File: src/hw/rtl/plbq_ram.sv
// ----------------------------------------------------------------------------
// Price level book RAM
// Generic single-port memory with one write or read address per cycle and
// registered read data.
// ----------------------------------------------------------------------------
module plbq_ram #(
    parameter int unsigned WIDTH = 32,
    parameter int unsigned DEPTH = 2
) (
    input  logic                     clk,
    input  logic                     we,
    input  logic [$clog2(DEPTH)-1:0] addr,
    input  logic [WIDTH-1:0]         wdata,
    output logic [WIDTH-1:0]         rdata
);

    logic [WIDTH-1:0] mem_reg [DEPTH];
    logic [WIDTH-1:0] rdata_reg;

    always_ff @(posedge clk)
    begin
        if (we)
        begin
            mem_reg[addr] <= wdata;
        end
        rdata_reg <= mem_reg[addr];
    end

    assign rdata = rdata_reg;

endmodule

File: config.mk
export PLATFORM = sky130hd
export DESIGN_NAME = plbq_ram
export DESIGN_NICKNAME = d
export VERILOG_FILES = /design/src/hw/rtl/plbq_ram.sv
export SDC_FILE = /design/constraint.sdc
export NUM_CORES = 1
export LEC_CHECK = 0
export ABC_AREA = 1
export ABC_CLOCK_PERIOD_IN_PS = 6600
export BUFFER_PORTS_ARGS = -buffer_cell sky130_fd_sc_hd__buf_4
export CELL_PAD_IN_SITES_DETAIL_PLACEMENT = 2
export CELL_PAD_IN_SITES_GLOBAL_PLACEMENT = 2
export CORE_UTILIZATION = 41
export CTS_BUF_LIST = sky130_fd_sc_hd__clkbuf_8
export DETAILED_ROUTE_END_ITERATION = 8
export PLACE_DENSITY_LB_ADDON = 0.1
export SLEW_MARGIN = 30
export SYNTH_ARGS = -nofsm -noshare
export SYNTH_HDL_FRONTEND = slang
export SYNTH_SLANG_ARGS = --single-unit
File: constraint.sdc
create_clock -name clk -period 6.6 [get_ports clk]
set_input_delay 1.32 -clock clk [delete_from_list [all_inputs] [get_ports clk]]
set_output_delay 1.32 -clock clk [all_outputs]
set_load 0.01 [all_outputs]
==> impl_results.rst <==
.. list-table::
   :header-rows: 1

   * - Metric
     - Value
   * - Ratio of routed vias to standard cells
     - 4.53
   * - Summed instance area of the synthesized netlist
     - 3050 µm²
   * - Max VDD drop
     - 0.000153 V
   * - Leakage power total
     - ~1.6 nW
   * - Path class of the lowest-slack min-delay path
     - flop to flop
   * - Port Buffers
     - 66
   * - Share of cells above drive strength 1
     - 33.1%
   * - CTS-repair resized insts
     - 0
   * - Total internal power
     - 0.864 mW
   * - Clk pwr share
     - 29.2%
   * - Number of DRC violations after detailed-routing iteration 0
     - 69
   * - Maximum number of pins on one net before global-route repair
     - 36
   * - Largest stage delay on the critical path
     - 390 ps
   * - Number of buffers created by CTS
     - 9
   * - Library cell appearing most often on the critical path
     - sky130_fd_sc_hd__buf_4
   * - Number of flops mapped to enable cells by yosys
     - 64
   * - Total length of routed wires
     - 6110 µm
   * - Switching fraction of total power
     - 23.0%
   * - Clock transition time at the flip-flop clock pins of the worst setup and hold paths
     - 90 ps
   * - Chain of cells forming the critical path
     - buf_4 -> nand2_1 -> inv_1 -> buf_4
   * - Initial standard-cell utilization of the core
     - 42.3%
   * - Number of standard cells after synthesis
     - slightly above 200
   * - Final net count
     - 311
   * - Crit end category
     - flop
   * - Setup repair after global routing missed its margin
     - no
   * - Family with the most delay on the worst path
     - buffers and inverters
   * - Layout overhead on the synthesized area
     - 24.4%
   * - Detailed placement HPWL
     - just over 4000 µm
   * - Most instantiated library cell after synthesis
     - sky130_fd_sc_hd__nand2_1
   * - Bufs on Longest Clock Path
     - 2
   * - Total global routing overflow
     - 0
   * - Via Count
     - 1723
   * - Area of the die
     - between 7000 and 8000 µm²
   * - Number of global-route vias before repair
     - between 1500 and 2000
   * - Count of final hold-check violations
     - 0
   * - Aggregate global-route resource usage
     - roughly 17%
   * - Final routed wire length divided by cell count
     - 16.1 µm
   * - Average size of a mapped cell
     - 15.0 µm²
   * - Overall power after layout
     - about 1.1 mW
   * - Reg power frac
     - between 60% and 70%
   * - Floorplan row count
     - 31
   * - CTS root buf
     - sky130_fd_sc_hd__clkbuf_8
   * - H-tree levels
     - 3
   * - Achievable frequency
     - 397 MHz
   * - Die span in x
     - 88.3 µm
   * - Seq/Total Area, Yosys
     - 84.0%
   * - DRC errors left
     - 0
   * - Arrival time at the worst endpoint
     - 2540 ps
   * - Max_cap viols
     - 0
   * - Yosys warns
     - 0
   * - P_sw
     - 0.258 mW
   * - Fin crit period
     - between 2000 and 3000 ps
   * - Num Clock Sinks
     - 96
   * - Slowest library cell on the worst path
     - sky130_fd_sc_hd__buf_4
   * - Routability cong.
     - between 0.6 and 0.7
   * - Predominant post-synthesis flop cell
     - sky130_fd_sc_hd__edfxtp_1
   * - Setup total negative slack
     - 0 ps
   * - Hold buffer count at cts
     - 0
   * - Number of different library cells in the post-synthesis netlist
     - 10
   * - Area share of the leading cell type in the synthesized netlist
     - 63.0%
   * - Total of flip-flops plus latches after synthesis
     - 96
   * - Height of the die
     - 88.3 µm
   * - Count of buffers added by post-CTS timing repair for setup
     - 0
   * - Power per standard cell area
     - 295 nW/µm²
   * - Library cell occupying the most area in the post-synthesis netlist
     - sky130_fd_sc_hd__edfxtp_1
   * - Mapped Nets
     - between 200 and 250
   * - Critical path required time
     - 6620 ps
   * - Flip-flop count of the largest register, all copies and words added
     - 64
   * - Worst-Skew Late Latency
     - 350 ps
   * - Number of primary I/O pins
     - 67
   * - Skew final
     - 11.7 ps
   * - Clock tree from TritonCTS
     - done
   * - Slew HR
     - 70.8%
   * - Transition time of the tightest slew-check pin
     - between 400 and 500 ps
   * - Worst-path fanout max
     - 35
   * - Share of the core filled with cells in the final layout
     - 52.6%
   * - Antenna diode count
     - 0
   * - Combinational group share of total power
     - under 10%
   * - Async set-or-reset flop fraction in the synthesized netlist
     - 0%
   * - Kind of critical path
     - primary input to flop
   * - Share of the clock period used by the worst path after layout
     - 38.1%
   * - TritonRoute pass-1 iters
     - 4
   * - Total setup violations reported at the end of the flow
     - 0
   * - Number of antenna violations at the first check in global routing
     - 0
   * - Commonest cells in the netlist
     - 87 x sky130_fd_sc_hd__nand2_1, 64 x sky130_fd_sc_hd__edfxtp_1, 32 x sky130_fd_sc_hd__dfxtp_1, 10 x sky130_fd_sc_hd__nand2_2, 4 x sky130_fd_sc_hd__buf_6
   * - Leading cell types by total area after synthesis
     - sky130_fd_sc_hd__edfxtp_1 63%, sky130_fd_sc_hd__dfxtp_1 21%, sky130_fd_sc_hd__nand2_1 11%
   * - Outcome
     - finished, final reports clean
   * - Crit start category
     - primary input
   * - Area inside the core boundary
     - 7210 µm²
   * - Wire length of the first global-routing pass
     - 9470 µm
   * - Post-route antenna net violation count
     - 0
   * - Max Slew Vio Count
     - 0
   * - Buffer and inverter count on the worst path
     - 3
## cell usage in the layout (no fill, tap or decap)
master                       synthesis  final
sky130_fd_sc_hd__buf_16              0      1
sky130_fd_sc_hd__buf_4               2     67
sky130_fd_sc_hd__clkbuf_8            0      9
sky130_fd_sc_hd__clkinv_1            0      3
sky130_fd_sc_hd__clkinv_2            0      1
sky130_fd_sc_hd__clkinvlp_4          0      3
sky130_fd_sc_hd__dfxtp_1            32     32
sky130_fd_sc_hd__edfxtp_1           64     64
sky130_fd_sc_hd__inv_1               2      2
sky130_fd_sc_hd__inv_6               1      1
sky130_fd_sc_hd__nand2_1            87     87
sky130_fd_sc_hd__nand2_2            10     10
sky130_fd_sc_hd__nor2_4              0      1
## worst reg2reg max path: cells and delay by family, from the launching register on
kind             cells  cell delay [ps]
flip-flops           1              400
AND/OR/NAND/NOR      2              150
## final timing paths
path	cells after the start	to	start	slack (ps)
max	4	mem_reg[1][1]	addr	4080
min	2	rdata[27]	mem_reg[0][27]	440
max reg2reg	2	rdata[2]	mem_reg[1][2]	5940
min reg2reg	2	rdata[27]	mem_reg[0][27]	440
## power groups by stage
stage / Combinational, mW / Clock [mW] / Sequential, mW
6_report: 0.0929 / 0.327 / 0.702
5_1_grt: 0.103 / 0.360 / 0.706
4_1_cts: 0.0936 / 0.333 / 0.703
3_5_place_dp: 0.0935 / 0 / 0.716
3_3_place_gp: 0.0887 / 0 / 0.712
2_1_floorplan: 0.0305 / 0 / 0.721
## cells by family (layout without fill, tap and decap cells)
group                  count (synthesis)  after routing  synth area share, %
buffers and inverters                 10             87                 3.16
flip-flops                            96             96                 84.0
AND/OR/NAND/NOR                       98             98                 12.9
## layout make-up
cell class | instances | area (µm²)
fillers | 706 | 3420
flip-flops and latches | 96 | 2560
repair buffers | 68 | 531
multi-input cells | 98 | 400
clock buffers | 9 | 124
well taps | 99 | 124
clock inverters | 7 | 38.8
inverters | 3 | 16.3
## stage by stage
step                instance area (µm²)  setup slack, ps  hold WS (ps)  cells
floorplan                          3050             3240           412    204
global placement                   3610             3710           420    363
detailed placement                 3610             3680           427    363
CTS                                3770             4060           449    379
global route                       3800             3950           466    380
finish                             3800             4080           441    380
## layer usage
| metal | wire length (µm) | global-route usage, % | part of all wire, % |
|---|---|---|---|
| met1 | 2480 | 20.4 | 41 |
| met2 | 3240 | 29.9 | 53 |
| met3 | 266 | 5.13 | 4.4 |
| met4 | 121 | 7.04 | 2.0 |
| met5 | 0 | 0 | 0 |
Note: power is estimated with default switching activity, not from simulation.
